**src/gcb_pkg.sv**
```systemverilog
// ----------------------------------------------------------------------------
// gcb_pkg
// Shared types and constants for the glyph coverage blend frame block.
// ----------------------------------------------------------------------------
package gcb_pkg;

  // Frame store geometry; pixel (x, y) lives at {y, x}
  localparam int MAX_FRAME_WIDTH  = 1024;
  localparam int MAX_FRAME_HEIGHT = 128;
  localparam int BASELINE         = 32;

  localparam int XW    = $clog2(MAX_FRAME_WIDTH);
  localparam int YW    = $clog2(MAX_FRAME_HEIGHT);
  localparam int AW    = XW + YW;
  localparam int DEPTH = 2 ** AW;

  // Signed coordinate widths: room for origin plus bearing plus glyph offset
  localparam int CXW = ((XW > 9) ? XW : 9) + 2;
  localparam int CYW = ((YW > 8) ? YW : 8) + 2;

  // Configuration port
  localparam int CFG_AW = 5;
  localparam int CFG_DW = 32;
  localparam int FW_W   = 11;
  localparam int FH_W   = 8;

  // Stream widths
  localparam int IN_TDATA_W  = 56;
  localparam int IN_TUSER_W  = 2;
  localparam int OUT_TDATA_W = 24;

  typedef enum logic [1:0] {
    CMD_BLEND = 2'd0,
    CMD_FILL  = 2'd1,
    CMD_READ  = 2'd2
  } cmd_e;

  typedef enum logic [2:0] {
    REG_PENCIL_R = 3'd0,
    REG_PENCIL_G = 3'd1,
    REG_PENCIL_B = 3'd2,
    REG_FILL_R   = 3'd3,
    REG_FILL_G   = 3'd4,
    REG_FILL_B   = 3'd5,
    REG_FRAME_W  = 3'd6,
    REG_FRAME_H  = 3'd7
  } reg_idx_e;

  typedef logic [7:0] chan_t;

  typedef struct packed {
    chan_t r;
    chan_t g;
    chan_t b;
  } rgb_t;

  typedef struct packed {
    rgb_t            pencil;
    rgb_t            fill;
    logic [FW_W-1:0] frame_width;
    logic [FH_W-1:0] frame_height;
  } cfg_t;

  typedef struct packed {
    logic [1:0] cmd;
    logic [9:0] origin_x;
    logic [6:0] origin_y;
    logic [7:0] bear_x;
    logic [7:0] bear_y;
    logic [5:0] glyph_col;
    logic [5:0] glyph_row;
    logic [7:0] coverage;
  } item_t;

  typedef struct packed {
    logic          we;
    logic          re;
    logic [AW-1:0] addr;
    rgb_t          wdata;
  } mem_req_t;

  localparam chan_t PENCIL_RST  = 8'd255;
  localparam chan_t FILL_RST    = 8'd0;
  localparam logic [FW_W-1:0] FRAME_W_RST = 11'd900;
  localparam logic [FH_W-1:0] FRAME_H_RST = 8'd72;

endpackage

```
**src/gcb_regs.sv**
```systemverilog
// ----------------------------------------------------------------------------
// gcb_regs
// APB-style configuration registers: pencil color, fill color, frame size.
// ----------------------------------------------------------------------------
module gcb_regs (
  input  logic                        clk_i,
  input  logic                        rst_ni,
  input  logic                        psel,
  input  logic                        penable,
  input  logic                        pwrite,
  input  logic [gcb_pkg::CFG_AW-1:0]  paddr,
  input  logic [gcb_pkg::CFG_DW-1:0]  pwdata,
  output logic [gcb_pkg::CFG_DW-1:0]  prdata,
  output logic                        pready,
  output gcb_pkg::cfg_t               cfg_o
);
  import gcb_pkg::*;

  cfg_t     cfg_q;
  reg_idx_e idx;
  logic     wr_en;

  assign idx    = reg_idx_e'(paddr[CFG_AW-1:2]);
  assign wr_en  = psel && penable && pwrite;
  assign pready = 1'b1;
  assign cfg_o  = cfg_q;

  // Register writes on the access phase
  always_ff @(posedge clk_i or negedge rst_ni) begin
    if (!rst_ni) begin
      cfg_q.pencil       <= '{r: PENCIL_RST, g: PENCIL_RST, b: PENCIL_RST};
      cfg_q.fill         <= '{r: FILL_RST, g: FILL_RST, b: FILL_RST};
      cfg_q.frame_width  <= FRAME_W_RST;
      cfg_q.frame_height <= FRAME_H_RST;
    end else if (wr_en) begin
      unique case (idx)
        REG_PENCIL_R: cfg_q.pencil.r     <= pwdata[7:0];
        REG_PENCIL_G: cfg_q.pencil.g     <= pwdata[7:0];
        REG_PENCIL_B: cfg_q.pencil.b     <= pwdata[7:0];
        REG_FILL_R:   cfg_q.fill.r       <= pwdata[7:0];
        REG_FILL_G:   cfg_q.fill.g       <= pwdata[7:0];
        REG_FILL_B:   cfg_q.fill.b       <= pwdata[7:0];
        REG_FRAME_W:  cfg_q.frame_width  <= pwdata[FW_W-1:0];
        REG_FRAME_H:  cfg_q.frame_height <= pwdata[FH_W-1:0];
        default: ;
      endcase
    end
  end

  // Read-back mux
  always_comb begin
    prdata = '0;
    unique case (idx)
      REG_PENCIL_R: prdata = CFG_DW'(cfg_q.pencil.r);
      REG_PENCIL_G: prdata = CFG_DW'(cfg_q.pencil.g);
      REG_PENCIL_B: prdata = CFG_DW'(cfg_q.pencil.b);
      REG_FILL_R:   prdata = CFG_DW'(cfg_q.fill.r);
      REG_FILL_G:   prdata = CFG_DW'(cfg_q.fill.g);
      REG_FILL_B:   prdata = CFG_DW'(cfg_q.fill.b);
      REG_FRAME_W:  prdata = CFG_DW'(cfg_q.frame_width);
      REG_FRAME_H:  prdata = CFG_DW'(cfg_q.frame_height);
      default:      prdata = '0;
    endcase
  end

endmodule

```
**config.mk**
```make
export PLATFORM = sky130hd
export DESIGN_NAME = gcb_regs
export DESIGN_NICKNAME = d
export VERILOG_FILES = /design/src/gcb_pkg.sv /design/src/gcb_regs.sv
export SDC_FILE = /design/constraint.sdc
export NUM_CORES = 1
export LEC_CHECK = 0
export BUFFER_PORTS_ARGS = -buffer_cell sky130_fd_sc_hd__buf_4
export CORE_MARGIN = 5
export CORE_UTILIZATION = 48
export CTS_CLUSTER_DIAMETER = 60
export DETAILED_ROUTE_END_ITERATION = 7
export PLACE_DENSITY = 0.8
export SYNTH_ARGS = -nofsm -noshare
export SYNTH_HDL_FRONTEND = slang
export SYNTH_SLANG_ARGS = --single-unit
```
**constraint.sdc**
```tcl
create_clock -name clk_i -period 1.1 [get_ports clk_i]
set_input_delay 0.055 -clock clk_i [delete_from_list [all_inputs] [get_ports clk_i]]
set_output_delay 0.055 -clock clk_i [all_outputs]
set_load 0.05 [all_outputs]
```
==> flow_summary.json <==
{
  "outcome": "finished with violations",
  "failed_checks": "negative setup slack",
  "synth_edf_count": 0,
  "maxSlewViolCount": 0,
  "worstHoldPathType": "input port to async pin",
  "power.density_nw_per_um2": 1960,
  "cts_buffers": 9,
  "root_buffer": "clkbuf_8",
  "antennaDiodeCount": 0,
  "largest_reg_flops": 67,
  "wl_mm": 12.7,
  "crit_chain": "inv_1, a221oi_2, o22a_2, buf_6",
  "cts_buffer_depth": 2,
  "cp_top_family": "flip-flops",
  "skew_ns": 0,
  "yosysSeqAreaShare_pct": 50.8,
  "timing.final.ws_setup_ns": -0.638,
  "critical_path.endpoint_type": "output port",
  "die_h_um": 93.8,
  "die_x_um": 93.8,
  "syn_area_sq_um": 3370,
  "vias": 3041,
  "crit_required_ns": 1.04,
  "avgViaCountPerCell": 5.43,
  "overflow": 0,
  "syn2layout_area_growth_pct": 79.9,
  "period_share_pct": 158,
  "arrival_ns": 1.68,
  "utilization_pct": 88.8,
  "portBuffers": 96,
  "globalplace.congestion": 0.822,
  "crit_type": "flop to output port",
  "fin_nets": 501,
  "start_util_pct": 49.4,
  "hold_viol": 0,
  "cp_num_buf_inv": 2,
  "tns_ns": -7.47,
  "first_global_vias": 3336,
  "cap_violations": 0,
  "drc": 0,
  "grt_use_total_pct": 27.6,
  "core.rowCount": 30,
  "relSlewSlack_pct": 65.0,
  "rsz0062_at_grt": "true",
  "dr.pass1.iters": 4,
  "dp_hpwl_mm": 7.03,
  "avgSynthCellArea_sq_um": 13.4,
  "ir_worst_vdd_mv": 1.64,
  "ys.flop_type": "dfrtp_1",
  "layout_common_cells": "buf_4 (71), buf_8 (65), buf_6 (56)",
  "synth_async_sr_flop_share_pct": 100,
  "total_leakage_power_nw": 2.83,
  "cpPeakStageDelay_ns": 0.56,
  "cts.sinks": 67,
  "slowest_stage": "dfstp_2",
  "htree_levels": 3,
  "worst_setup_path_start_kind": "flop",
  "grt_max_degree": 68,
  "cts_tree": "built",
  "grt_antenna_before_repair": 0,
  "drive_above_1_share_pct": 76.3,
  "syn_inst": 252,
  "synth-warning-count": 0,
  "clk_pin_slew_ns": 0.09,
  "max_freq_mhz": 575,
  "final_common_cell": "buf_4",
  "drt_iter0_drc": 144,
  "finalSetupViolations": 51,
  "clk_latency_ns": 0.36,
  "worst_slew_pin_slew_ns": 0.523,
  "routedWlPerCell_um": 22.7,
  "path_max_fanout": 2,
  "drt.antenna.violating_nets": 0,
  "boundaryPins": 142,
  "grt_pass1_wl_mm": 18.2,
  "dieArea_sq_um": 8810,
  "design.core.area_sq_um": 6830,
  "period_minus_slack_ns": 1.74,
  "ys_seq_elements": 67,
  "ys_types": 31,
  "fin_hold_ws_ns": 0.230
}
-- stage by stage --
step / worst slack (ns) / power [mW] / std cells / area, sq um
after global routing: -0.641 / 12.3 / 560 / 6070
after detailed placement: -0.266 / 8.28 / 519 / 4880
after floorplan: -0.316 / 6.52 / 272 / 3560
after global placement: -0.247 / 8.18 / 519 / 4880
after CTS: -0.574 / 11.3 / 550 / 5830
final: -0.638 / 11.9 / 560 / 6070
-- per-layer routing --
layer  track usage, %  up-vias  routed length, um
li1                 -     1277                  -
met1             30.9     1556               4680
met2             49.7      166               6690
met3             5.85       42                816
met4             13.0        0                499
met5                0        -                  0
-- cells in the mapped netlist (5+ instances only) --
cell / instances / share of area, %
buf_4: 27 / 6.0
buf_2: 5 / 0.74
mux2_2: 59 / 20
mux2_4: 8 / 3.6
inv_1: 6 / 0.67
mux2i_1: 22 / 6.5
nor2_1: 6 / 0.67
o22a_1: 7 / 1.8
dfstp_2: 30 / 23
o22ai_1: 7 / 1.3
dfrtp_1: 37 / 27
a221oi_1: 5 / 1.3
-- path summary, 6_finish.rpt --
kind / from / to / slack, ns / cells after the start
max: cfg_o[47] / prdata[4] / -0.64 / 4
min: rst_ni / cfg_o[39] / 0.23 / 3
max reg2reg: cfg_o[9] / cfg_o[9] / 0.06 / 3
min reg2reg: cfg_o[14] / cfg_o[14] / 0.56 / 1
max in group asynchronous: rst_ni / cfg_o[60] / 0.52 / 3
min in group clk_i: paddr[4] / cfg_o[60] / 0.39 / 4
-- timing repair --
item | in CTS | in global routing
hold buffers | 12 | 0
pin swaps | 9 | 3
endpoints found under the hold margin | 117 | 0
endpoints found under the setup margin | 72 | 73
buffers inserted | 6 | 27
gates resized for setup | 161 | 52
-- worst register-to-register path: stages (launching register included) --
cell	delay (ns)
dfrtp_2	0.42
buf_6	0.12
buf_4	0.12
mux2_4	0.26
-- final cells by class --
type	count	area [sq um]
fill	290	762
sequential	67	1730
tap	96	120
timing repair buffer	210	2380
clock buffer	11	151
multi-input combinational	165	1630
clock inverter	5	36.3
inverter	6	22.5
-- report_power, final --
group          internal (mW)  total, mW  switching (mW)
clock                  0.945       2.04            1.10
combinational           2.90       6.28            3.38
sequential              3.12       3.58           0.457
-- cell families after synthesis --
kind of cell	after synthesis	synth area share, %
multiplexers	89	29.8
flip-flops	67	50.8
buffers and inverters	40	7.64
AND/OR/NAND/NOR	28	5.64
AO/OA/AOI/OAI	26	5.93
other	2	0.223
No activity file was read; power rests on OpenSTA's default activity.
