**src/gcb_pkg.sv**
```systemverilog
// ----------------------------------------------------------------------------
// gcb_pkg
// Shared types and constants for the glyph coverage blend frame block.
// ----------------------------------------------------------------------------
package gcb_pkg;

  // Frame store geometry; pixel (x, y) lives at {y, x}
  localparam int MAX_FRAME_WIDTH  = 1024;
  localparam int MAX_FRAME_HEIGHT = 128;
  localparam int BASELINE         = 32;

  localparam int XW    = $clog2(MAX_FRAME_WIDTH);
  localparam int YW    = $clog2(MAX_FRAME_HEIGHT);
  localparam int AW    = XW + YW;
  localparam int DEPTH = 2 ** AW;

  // Signed coordinate widths: room for origin plus bearing plus glyph offset
  localparam int CXW = ((XW > 9) ? XW : 9) + 2;
  localparam int CYW = ((YW > 8) ? YW : 8) + 2;

  // Configuration port
  localparam int CFG_AW = 5;
  localparam int CFG_DW = 32;
  localparam int FW_W   = 11;
  localparam int FH_W   = 8;

  // Stream widths
  localparam int IN_TDATA_W  = 56;
  localparam int IN_TUSER_W  = 2;
  localparam int OUT_TDATA_W = 24;

  typedef enum logic [1:0] {
    CMD_BLEND = 2'd0,
    CMD_FILL  = 2'd1,
    CMD_READ  = 2'd2
  } cmd_e;

  typedef enum logic [2:0] {
    REG_PENCIL_R = 3'd0,
    REG_PENCIL_G = 3'd1,
    REG_PENCIL_B = 3'd2,
    REG_FILL_R   = 3'd3,
    REG_FILL_G   = 3'd4,
    REG_FILL_B   = 3'd5,
    REG_FRAME_W  = 3'd6,
    REG_FRAME_H  = 3'd7
  } reg_idx_e;

  typedef logic [7:0] chan_t;

  typedef struct packed {
    chan_t r;
    chan_t g;
    chan_t b;
  } rgb_t;

  typedef struct packed {
    rgb_t            pencil;
    rgb_t            fill;
    logic [FW_W-1:0] frame_width;
    logic [FH_W-1:0] frame_height;
  } cfg_t;

  typedef struct packed {
    logic [1:0] cmd;
    logic [9:0] origin_x;
    logic [6:0] origin_y;
    logic [7:0] bear_x;
    logic [7:0] bear_y;
    logic [5:0] glyph_col;
    logic [5:0] glyph_row;
    logic [7:0] coverage;
  } item_t;

  typedef struct packed {
    logic          we;
    logic          re;
    logic [AW-1:0] addr;
    rgb_t          wdata;
  } mem_req_t;

  localparam chan_t PENCIL_RST  = 8'd255;
  localparam chan_t FILL_RST    = 8'd0;
  localparam logic [FW_W-1:0] FRAME_W_RST = 11'd900;
  localparam logic [FH_W-1:0] FRAME_H_RST = 8'd72;

endpackage

```
**src/gcb_blend.sv**
```systemverilog
// ----------------------------------------------------------------------------
// gcb_blend
// Three-lane coverage mix ((255-h)*bg + h*pen)/255 in two register stages.
// ----------------------------------------------------------------------------
module gcb_blend (
  input  logic          clk_i,
  input  gcb_pkg::rgb_t bg_i,
  input  gcb_pkg::rgb_t pen_i,
  input  logic [7:0]    cov_i,
  output gcb_pkg::rgb_t mix_o
);
  import gcb_pkg::*;

  chan_t       bg  [3];
  chan_t       pen [3];
  chan_t       res [3];
  logic [15:0] sum_d  [3];
  logic [15:0] sum_q  [3];
  logic [15:0] sum2_q [3];
  logic [7:0]  qest_q [3];
  logic [24:0] recip  [3];
  logic [15:0] rem    [3];
  logic [7:0]  inv_h;

  assign bg[0]  = bg_i.r;
  assign bg[1]  = bg_i.g;
  assign bg[2]  = bg_i.b;
  assign pen[0] = pen_i.r;
  assign pen[1] = pen_i.g;
  assign pen[2] = pen_i.b;
  assign inv_h  = 8'd255 - cov_i;

  // Stage 1: weighted sum, at most 255*255
  always_comb begin
    for (int i = 0; i < 3; i++) begin
      sum_d[i] = ({8'd0, inv_h} * {8'd0, bg[i]}) + ({8'd0, cov_i} * {8'd0, pen[i]});
    end
  end

  // Stage 2: estimate sum/255 as (sum*257)>>16, low by at most one
  always_comb begin
    for (int i = 0; i < 3; i++) begin
      recip[i] = {9'd0, sum_q[i]} * 25'd257;
    end
  end

  always_ff @(posedge clk_i) begin
    for (int i = 0; i < 3; i++) begin
      sum_q[i]  <= sum_d[i];
      sum2_q[i] <= sum_q[i];
      qest_q[i] <= recip[i][23:16];
    end
  end

  // Correction: bump the estimate when the remainder reaches 255
  always_comb begin
    for (int i = 0; i < 3; i++) begin
      rem[i] = sum2_q[i] - ({qest_q[i], 8'd0} - {8'd0, qest_q[i]});
      res[i] = qest_q[i] + 8'(rem[i] >= 16'd255);
    end
  end

  assign mix_o = '{r: res[0], g: res[1], b: res[2]};

endmodule
```
**config.mk**
```make
export PLATFORM = sky130hd
export DESIGN_NAME = gcb_blend
export DESIGN_NICKNAME = d
export VERILOG_FILES = /design/src/gcb_pkg.sv /design/src/gcb_blend.sv
export SDC_FILE = /design/constraint.sdc
export NUM_CORES = 1
export LEC_CHECK = 0
export BUFFER_PORTS_ARGS = -buffer_cell sky130_fd_sc_hd__buf_2
export CORE_MARGIN = 2
export CORE_UTILIZATION = 65
export CTS_CLUSTER_SIZE = 40
export DETAILED_ROUTE_END_ITERATION = 10
export GPL_TIMING_DRIVEN = 0
export PLACE_DENSITY = 0.88
export SLEW_MARGIN = 20
export SYNTH_ARGS = -nofsm -noshare
export SYNTH_HDL_FRONTEND = slang
export SYNTH_SLANG_ARGS = --single-unit
```
**constraint.sdc**
```tcl
create_clock -name clk_i -period 10.95 [get_ports clk_i]
set_input_delay 0.5475 -clock clk_i [delete_from_list [all_inputs] [get_ports clk_i]]
set_output_delay 0.5475 -clock clk_i [all_outputs]
set_load 0.02 [all_outputs]
```
==> results of run 1 <==
-- state kept, by name, summed over array words and instances, names as in the netlist --
| signal | flops |
|---|---|
| qest_q | 24 |
| sum2_q | 48 |
| sum_q | 48 |
-- worst max path at each step --
stage | endpoint | from | cells past startpoint
final | sum_q[0][31]$_DFF_P_ | cov_i[1] | 21
after CTS | sum_q[0][31]$_DFF_P_ | cov_i[1] | 21
after detailed placement | sum_q[0][31]$_DFF_P_ | cov_i[1] | 21
after global placement | sum_q[0][45]$_DFF_P_ | cov_i[6] | 19
after floorplan | sum_q[0][31]$_DFF_P_ | cov_i[5] | 20
after global routing | sum_q[0][31]$_DFF_P_ | cov_i[1] | 21
-- stage by stage --
| stage | util | instances | hold WS [ps] |
|---|---|---|---|
| 2_1_floorplan | - | 2212 | 324 |
| 3_3_place_gp | 0.689 | 2680 | 344 |
| 3_5_place_dp | 0.689 | 2680 | 349 |
| 4_1_cts | 0.709 | 2711 | 352 |
| 5_1_grt | 0.709 | 2719 | 364 |
| 6_report | 0.710 | 2722 | 360 |
-- worst register-to-register path, delay by kind of cell (launching register included) --
family	cells	cell delay [ps]
and+or+nand+nor	2	380
AOI/OAI and AO/OA	5	1430
adders and majority gates	3	940
xor gates and xnor gates	1	140
DFF	1	480
-- synth_stat cells (3+ instances only) --
| master | number | area [sq um] |
|---|---|---|
| xnor2_1 | 77 | 674 |
| o21a_1 | 9 | 67.6 |
| o31ai_1 | 3 | 22.5 |
| a211o_1 | 5 | 43.8 |
| fa_1 | 288 | 5770 |
| inv_1 | 503 | 1890 |
| xor2_1 | 33 | 289 |
| nor4_1 | 3 | 18.8 |
| nand3_1 | 31 | 155 |
| a41oi_1 | 3 | 26.3 |
| o221ai_1 | 4 | 35.0 |
| o21ai_0 | 29 | 145 |
| o22ai_1 | 4 | 25.0 |
| a2111oi_2 | 3 | 45.0 |
| nor2_1 | 50 | 188 |
| nand2_1 | 100 | 375 |
| or2_2 | 3 | 18.8 |
| or3_1 | 6 | 37.5 |
| a31oi_1 | 9 | 56.3 |
| a211oi_1 | 5 | 37.5 |
| a31o_2 | 4 | 35.0 |
| nand4_1 | 8 | 50.1 |
| and3_1 | 13 | 81.3 |
| clkbuf_1 | 41 | 154 |
| mux2i_1 | 6 | 60.1 |
| nor3_1 | 27 | 135 |
| nor3b_1 | 3 | 22.5 |
| dfxtp_1 | 120 | 2400 |
| o21bai_1 | 8 | 60.1 |
| o2111ai_1 | 5 | 43.8 |
| a21o_1 | 25 | 188 |
| nor2b_1 | 116 | 726 |
| and2_1 | 142 | 888 |
| a21oi_1 | 53 | 265 |
| ha_1 | 342 | 4280 |
| nand2b_1 | 92 | 576 |
| mux2_2 | 4 | 45.0 |
-- layer usage --
metal | track usage | vias up | part of all wire
met5 | 0 | - | 0
met4 | 0.155 | 0 | 0.046
met3 | 0.0653 | 196 | 0.079
met2 | 0.545 | 678 | 0.50
met1 | 0.354 | 7627 | 0.37
li1 | - | 7093 | -
-- cell families (layout without fill, tap and decap cells) --
logic type,Yosys count,after routing,share of synthesized area
and+or+nand+nor,602,602,0.165
adders and majority gates,630,630,0.497
buffers and inverters,544,647,0.101
DFF,120,120,0.119
other,1,14,0.000185
xor gates and xnor gates,110,110,0.0477
AOI/OAI and AO/OA,193,193,0.0650
muxes,10,10,0.00520
-- cell type report --
type | instances | area, sq um | share of cell area
plain buffers | 41 | 154 | 0.00709
repair buffers | 72 | 360 | 0.0166
well taps | 396 | 495 | 0.0228
clock buffers | 17 | 425 | 0.0196
multi-input cells | 1548 | 15800 | 0.727
flip-flops and latches | 120 | 2400 | 0.111
diodes | 11 | 27.5 | 0.00127
clock inverters | 14 | 173 | 0.00796
inverters | 503 | 1890 | 0.0870
==> results.cfg, run 1 <==
[cells_and_area]
mostFrequentLayoutCells = inv_1, ha_1, fa_1
drive_gt1_frac = 0.0518
mostFrequentLayoutCell = inv_1
finalInstanceArea_sq_um = 21700
area_growth_pct = 7.37
finalNetCount = 2990
nFillCells = 2122

[min_path]
hp-start = sum_q[0][19]$_DFF_P_
min_path_cells = 0
hold_class = reg2reg
min_to = sum2_q[0][19]$_DFF_P_

[floorplan]
core_sq_um = 30600
die_y_microns = 180
die-area_sq_um = 32500
start_util = 0.661
io_pins = 81
row_count = 64
die_w_microns = 180

[timing]
setup_viol = 0
final-hold-violation-count = 0
tns_ps = 0
slew_headroom = 0.376
fin_crit_ps = 6450
slew_viol_final = 0
clock_skew_ps = 10.6
fin_ws_ps = 4500
layout_worst_path_cycle_share = 0.589
fmaxAchievable_ghz = 0.155
worst_slew_pin_slew_ps = 937
rsz0062_at_grt = false

[worst_setup_path]
crit_type = in2reg
cp_common_cell = fa_1
path_delay_family = adder cells
endpoint_kind = flop
r2r_end = qest_q[0][5]$_DFF_P_
crit_chain = clkbuf_1, clkbuf_1, nor2b_1, fa_1, inv_1, fa_1, inv_1, fa_1, fa_1, fa_1, inv_1, fa_1, inv_1, ha_1, nor3_1, o21ai_0, a31oi_1, a21oi_1, a21o_1, a21oi_1, xnor2_1
slowest_stage = clkbuf_1
r2r_cells = 11
worst_setup_path_start_kind = primary input
cp_data_required_time_ps = 11310
arrival_ps = 6810
r2r_slack_ps = 7500
r2r_start = sum_q[0][12]$_DFF_P_
crit_path_max_incr_delay_ps = 750
crit_buf_inv = 6
crit_fanout = 10

[synth]
avgSynthCellArea_sq_um = 9.15
netlist_instances = 2210
ys_types = 62
syn-cell-area_sq_um = 20200
synth_seq_cells = 120
ys_seq_area_frac = 0.119
async_flop_share = 0
yosysWarnings = 0
synth_edf_count = 0
ys.flop_type = dfxtp_1

[global_routing]
grt_max_degree = 17
grt_pass1_vias = 16852
gr-total-overflow = 0
grt_pass1_wl_microns = 80500
grtUsageTotal = 0.309
antenna_found_initial = 13

[job]
cap_violations = 0

[place]
pre_cts_ws_ps = 4180
placed_cell_area_sq_um = 21100
detailed_place_hpwl_microns = 38700
place_congestion = 0.919
port_buffers = 72

[drt]
vias = 15594
drt_iter0_markers = 1013
drt-vias-per-instance = 5.73
wl_per_cell_microns = 18.0
drt-pass1-iter-count = 9
wl_microns = 48900
drc_errors = 0
ant_nets = 0

[clocking]
cts_buffer_depth = 2
htreeDepth = 4
cts_buffers = 17
cts_hold_buf = 0
cts.repair.resized = 0
clk_pin_slew_worst_paths_ps = 50
cts_setup_buffers = 0
cts_root_buf = clkbuf_16
clk_latency_ps = 440
cts.sinks = 120
cts_tree = done

[run_status]
status = complete, no violations
Power of run 1 is left out: the tool's default activity adds up to more than one toggle a clock period on the data nets, which glitch-free logic cannot reach.
==> run 2, diff against run 1 <==
--- a/config.mk
+++ b/config.mk
@@ -5,13 +5,14 @@
 export SDC_FILE = /design/constraint.sdc
 export NUM_CORES = 1
 export LEC_CHECK = 0
+export ABC_AREA = 1
 export BUFFER_PORTS_ARGS = -buffer_cell sky130_fd_sc_hd__buf_2
 export CORE_MARGIN = 2
-export CORE_UTILIZATION = 65
+export CORE_UTILIZATION = 59
 export CTS_CLUSTER_SIZE = 40
 export DETAILED_ROUTE_END_ITERATION = 10
 export GPL_TIMING_DRIVEN = 0
-export PLACE_DENSITY = 0.88
+export PLACE_DENSITY = 0.85
 export SLEW_MARGIN = 20
 export SYNTH_ARGS = -nofsm -noshare
 export SYNTH_HDL_FRONTEND = slang
==> constraint.sdc (replaced) <==
create_clock -name clk_i -period 5.7 [get_ports clk_i]
set_input_delay 0.285 -clock clk_i [delete_from_list [all_inputs] [get_ports clk_i]]
set_output_delay 0.285 -clock clk_i [all_outputs]
set_load 0.02 [all_outputs]
==> run 2 against run 1 <==
- global-route usage shrank 2.8 points
- sequential share of layout area down 0.55 points
- critical path type unchanged
- synthesized cell count increased by 29%
- count of clock-buffer cells in the layout stayed put
- final area increased by 5.2%
==> results.cfg, run 2 <==
[timing]
worst_slew_pin_slew_ps = 843
layout_worst_path_cycle_share = 0.979
fin_crit_ps = 5580
clock_skew_ps = 10.7
final-hold-violation-count = 0
rsz0062_at_grt = true
slew_headroom = 0.438
tns_ps = 0
setup_viol = 0
fmaxAchievable_ghz = 0.179
slew_viol_final = 0

[synth]
async_flop_share = 0
ys.flop_type = dfxtp_1
synth_edf_count = 0
ys_top_cells_by_count = inv_1, nand2_1, ha_1
synth_seq_cells = 120
yosysTopAreaCellShare = 0.270
syn-cell-area_sq_um = 21300
synth_most_common_cell = inv_1
ys_seq_area_frac = 0.113
yosysWarnings = 0
ys_types = 45
avgSynthCellArea_sq_um = 7.48
yosys.area.top_type = fa_1
netlist_instances = 2850
netlist_top_cells_area = fa_1, ha_1, inv_1

[clocking]
cts_hold_buf = 0
clk_latency_ps = 430
cts_root_buf = clkbuf_16
cts.sinks = 120
cts_tree = done
cts_buffers = 17
clk_pin_slew_worst_paths_ps = 60
htreeDepth = 4
cts_buffer_depth = 2

[drt]
vias = 17953
drt-pass1-iter-count = 6
wl_per_cell_microns = 15.2
drt_iter0_markers = 1355
drc_errors = 0
ant_nets = 0
wl_microns = 51700
drt-vias-per-instance = 5.27

[floorplan]
start_util = 0.599
io_pins = 81
die-area_sq_um = 37700
die_w_microns = 194
row_count = 69
core_sq_um = 35600
die_y_microns = 194

[worst_setup_path]
worst_setup_path_start_kind = primary input
crit_fanout = 10
cp_data_required_time_ps = 6020
arrival_ps = 5900
cp_common_cell = fa_1
crit_type = in2reg
crit_path_max_incr_delay_ps = 560
slowest_stage = fa_1
crit_buf_inv = 7
path_delay_family = adder cells
crit_chain = clkbuf_1, buf_2, nor2_1, fa_1, inv_1, fa_1, inv_1, fa_1, fa_1, fa_1, inv_1, fa_1, inv_1, ha_1, a21oi_1, inv_1, nor2_1, nor2_1, nor3_1, nand2_1, xor2_1
endpoint_kind = flop

[job]
cap_violations = 0

[global_routing]
grt_pass1_wl_microns = 85800
grt_pass1_vias = 18575
gr-total-overflow = 0
grtUsageTotal = 0.281
antenna_found_initial = 9
grt_max_degree = 17

[place]
detailed_place_hpwl_microns = 42900
port_buffers = 49
place_congestion = 0.938

[cells_and_area]
mostFrequentLayoutCell = inv_1
top_regs = sum2_q x48, sum_q x48, qest_q x24
finalNetCount = 3611
area_growth_pct = 7.13
drive_gt1_frac = 0.0490
mostFrequentLayoutCells = inv_1, nand2_1, ha_1
nFillCells = 2859

[min_path]
hold_class = in2reg

[run_status]
status = complete, no violations
[run 2: per-layer routing]
metal	track usage	vias up	wire length, microns
li1	-	8516	-
met1	0.337	8482	19900
met2	0.483	765	25000
met3	0.0501	184	4210
met4	0.147	6	2480
met5	0	-	43
[run 2: cell type report]
cell class	count	area (sq um)	area share
repair buffers	56	298	0.0130
diodes	6	15.0	0.000657
multi-input cells	1863	15600	0.685
clock inverters	15	176	0.00773
plain buffers	62	280	0.0123
inverters	804	3030	0.133
flip-flops and latches	120	2400	0.105
well taps	461	577	0.0253
clock buffers	17	425	0.0186
[run 2: what timing repair did]
action / 4_1_cts / 5_1_grt
setup buffers: 0 / 7
setup endpoints to repair: 2 / 14
cloned: 0 / 0
gates resized for setup: 2 / 33
[run 2: path summary, 6_finish.rpt]
| check | start | end | slack (ps) | cells past startpoint |
|---|---|---|---|---|
| setup / recovery | cov_i[4] | sum_q[0][31]$_DFF_P_ | 120 | 21 |
| hold / removal | bg_i[16] | sum_q[0][0]$_DFF_P_ | 260 | 3 |
| setup reg to reg | sum_q[0][12]$_DFF_P_ | qest_q[0][6]$_DFF_P_ | 3170 | 12 |
| hold reg to reg | sum_q[0][38]$_DFF_P_ | sum2_q[0][38]$_DFF_P_ | 360 | 0 |
[run 2: kinds of logic (layout without fill, tap and decap cells)]
| logic type | after synthesis | count (layout) | share of synthesized area |
|---|---|---|---|
| simple gates | 1004 | 1004 | 0.189 |
| buf+inv | 869 | 954 | 0.154 |
| fa+ha+maj | 630 | 630 | 0.471 |
| compound gates | 139 | 139 | 0.0373 |
| flops | 120 | 120 | 0.113 |
| xor+xnor | 87 | 87 | 0.0357 |
| other cells | 1 | 9 | 0.000176 |
[run 2: through the flow]
step                area (sq um)  worst slack (ps)  hold WS, ps   util  cells
finish                     22800               118          260  0.642   3404
global route               22800             -36.6          294  0.642   3403
CTS                        22700              36.2          240  0.640   3393
detailed placement         22100              -544          349  0.623   3362
global placement           22100              -395          355  0.623   3362
floorplan                  21300               350          330      -   2852
[run 2: tightest hold or removal path: stages]
cell	delay, ps
buf_2	110
inv_1	100
o21ai_0	160
Power of run 2 is left out for the same reason.
==> run 3, diff against run 2 <==
--- a/config.mk
+++ b/config.mk
@@ -8,11 +8,12 @@
 export ABC_AREA = 1
 export BUFFER_PORTS_ARGS = -buffer_cell sky130_fd_sc_hd__buf_2
 export CORE_MARGIN = 2
-export CORE_UTILIZATION = 59
+export CORE_UTILIZATION = 52
+export CTS_BUF_LIST = sky130_fd_sc_hd__clkbuf_2
 export CTS_CLUSTER_SIZE = 40
 export DETAILED_ROUTE_END_ITERATION = 10
 export GPL_TIMING_DRIVEN = 0
-export PLACE_DENSITY = 0.85
+export PLACE_DENSITY = 0.77
 export SLEW_MARGIN = 20
 export SYNTH_ARGS = -nofsm -noshare
 export SYNTH_HDL_FRONTEND = slang
==> run 3 against run 2 <==
- core utilization shrank 8.7 points
- critical endpoint is now sum_q[0][29]$_DFF_P_
- die area rose by 13%
- sequential share of layout area rose by 0.13 points
- critical path type unchanged
- global-route usage fell by 3.4 points
- highest routed layer unchanged
- clock skew up 21 ps
- flip-flop and latch count stayed put
==> results.cfg, run 3 (same netlist as run 2, synthesis figures left out) <==
[worst_setup_path]
crit_type = in2reg
cp_data_required_time_ps = 6320
r2r_cells = 11
arrival_ps = 6200
crit_start = cov_i[6]
r2r_slack_ps = 3200
endpoint_kind = flop
crit_fanout = 10
crit_path_end = sum_q[0][29]$_DFF_P_
r2r_start = sum_q[0][12]$_DFF_P_
worst_setup_path_start_kind = primary input
r2r_end = qest_q[0][5]$_DFF_P_

[floorplan]
die_y_microns = 206
start_util = 0.524
io_pins = 81
die_w_microns = 206
core_sq_um = 40600
row_count = 74
die-area_sq_um = 42600

[timing]
layout_worst_path_cycle_share = 0.979
rsz0062_at_grt = false
whs_ps = 327
clock_skew_ps = 32.2
final-hold-violation-count = 0
slew_headroom = 0.353
fin_crit_ps = 5580
slew_viol_final = 0
worst_slew_pin_slew_ps = 970
fmaxAchievable_ghz = 0.179
setup_viol = 0

[clocking]
cts_hold_buf = 6
clk_latency_ps = 750
clk_pin_slew_worst_paths_ps = 160
cts_buffers = 17
cts_setup_buffers = 0
cts_root_buf = clkbuf_2
cts.repair.resized = 0
cts.sinks = 120
cts_tree = done
htreeDepth = 4
cts_buffer_depth = 2

[cells_and_area]
mostFrequentLayoutCell = inv_1
mostFrequentLayoutCells = inv_1, nand2_1, ha_1
finalNetCount = 3613
drive_gt1_frac = 0.0388
area_growth_pct = 5.78
top_regs = sum2_q x48, sum_q x48, qest_q x24

[drt]
drc_errors = 0
drt-vias-per-instance = 5.05
ant_nets = 0
drt_iter0_markers = 1176
drt-pass1-iter-count = 6
wl_per_cell_microns = 14.5
wl_microns = 50400
vias = 17548

[min_path]
min_path_cells = 6
hold_class = in2reg

[global_routing]
grt_max_degree = 17
grt_pass1_wl_microns = 83500
grt_use_met3 = 0.0438
grt-busiest-layer = met2
grt_pass1_vias = 18039
use_met1 = 0.293
gr-total-overflow = 0
grtUsageTotal = 0.247
antenna_found_initial = 5
grt_use_met2 = 0.439

[place]
place_congestion = 0.924
port_buffers = 49
detailed_place_hpwl_microns = 43100

[run_status]
status = complete, no violations

[job]
cap_violations = 0
run 3: cell count changes in the layout (fill, tap and decap cells not counted), moves of 2 or more:
cell           before  now
clkinvlp_4          4    2
clkinv_2            1    3
inv_6               7    2
clkbuf_2           28   31
buf_2              53   51
clkbuf_1           25   42
clkinv_1            3    6
clkbuf_16          17    0
buf_1               4    7
diode_2             6    4
buf_4               7    0
inv_8               3    0
inv_1             795  797
dlygate4sd3_1       0    6
run 3: layer usage:
layer  routed length, microns  share of wire
met1                    20300           0.40
met2                    24600           0.49
met3                     3520          0.070
met4                     2030          0.040
met5                       11        0.00022
run 3: worst min path at each step:
stage / start / slack (ps) / end
after floorplan: sum_q[0][32]$_DFF_P_ / 330 / sum2_q[0][32]$_DFF_P_
after global placement: sum_q[0][38]$_DFF_P_ / 360 / sum2_q[0][38]$_DFF_P_
after detailed placement: sum_q[0][6]$_DFF_P_ / 350 / sum2_q[0][6]$_DFF_P_
after CTS: bg_i[17] / 240 / sum_q[0][1]$_DFF_P_
after global routing: bg_i[9] / 290 / sum_q[0][17]$_DFF_P_
final: bg_i[17] / 330 / sum_q[0][1]$_DFF_P_
run 3: through the flow:
step	TNS [ps]	setup WS, ps	utilization	instances	instance area, sq um
floorplan	0	350	-	2852	21300
global placement	-4330	-455	0.547	3433	22200
detailed placement	-5920	-545	0.547	3433	22200
CTS	0	291	0.555	3470	22500
global route	0	27.8	0.555	3473	22500
finish	0	121	0.555	3474	22500
run 3: worst max-delay path, cell delays in order:
cell and delay (ps):
clkbuf_1 230, inv_1 230, clkbuf_1 720, nand2_1 180
fa_1 520, fa_1 490, inv_1 50, fa_1 510
fa_1 440, fa_1 550, inv_1 50, fa_1 530
inv_1 40, ha_1 340, a21oi_1 240, o21ai_0 130
a21oi_1 290, o21ai_0 180, xor2_1 160
run 3: final cells by class:
type	instances	area, sq um
antenna	4	10.0
buffer	65	270
clock buffer	18	90.1
clock inverter	13	154
fill	3696	18100
inverter	804	3020
multi-input combinational	1863	15600
sequential	120	2400
tap	532	666
timing repair buffer	55	305
Power of run 3 is left out for the same reason.
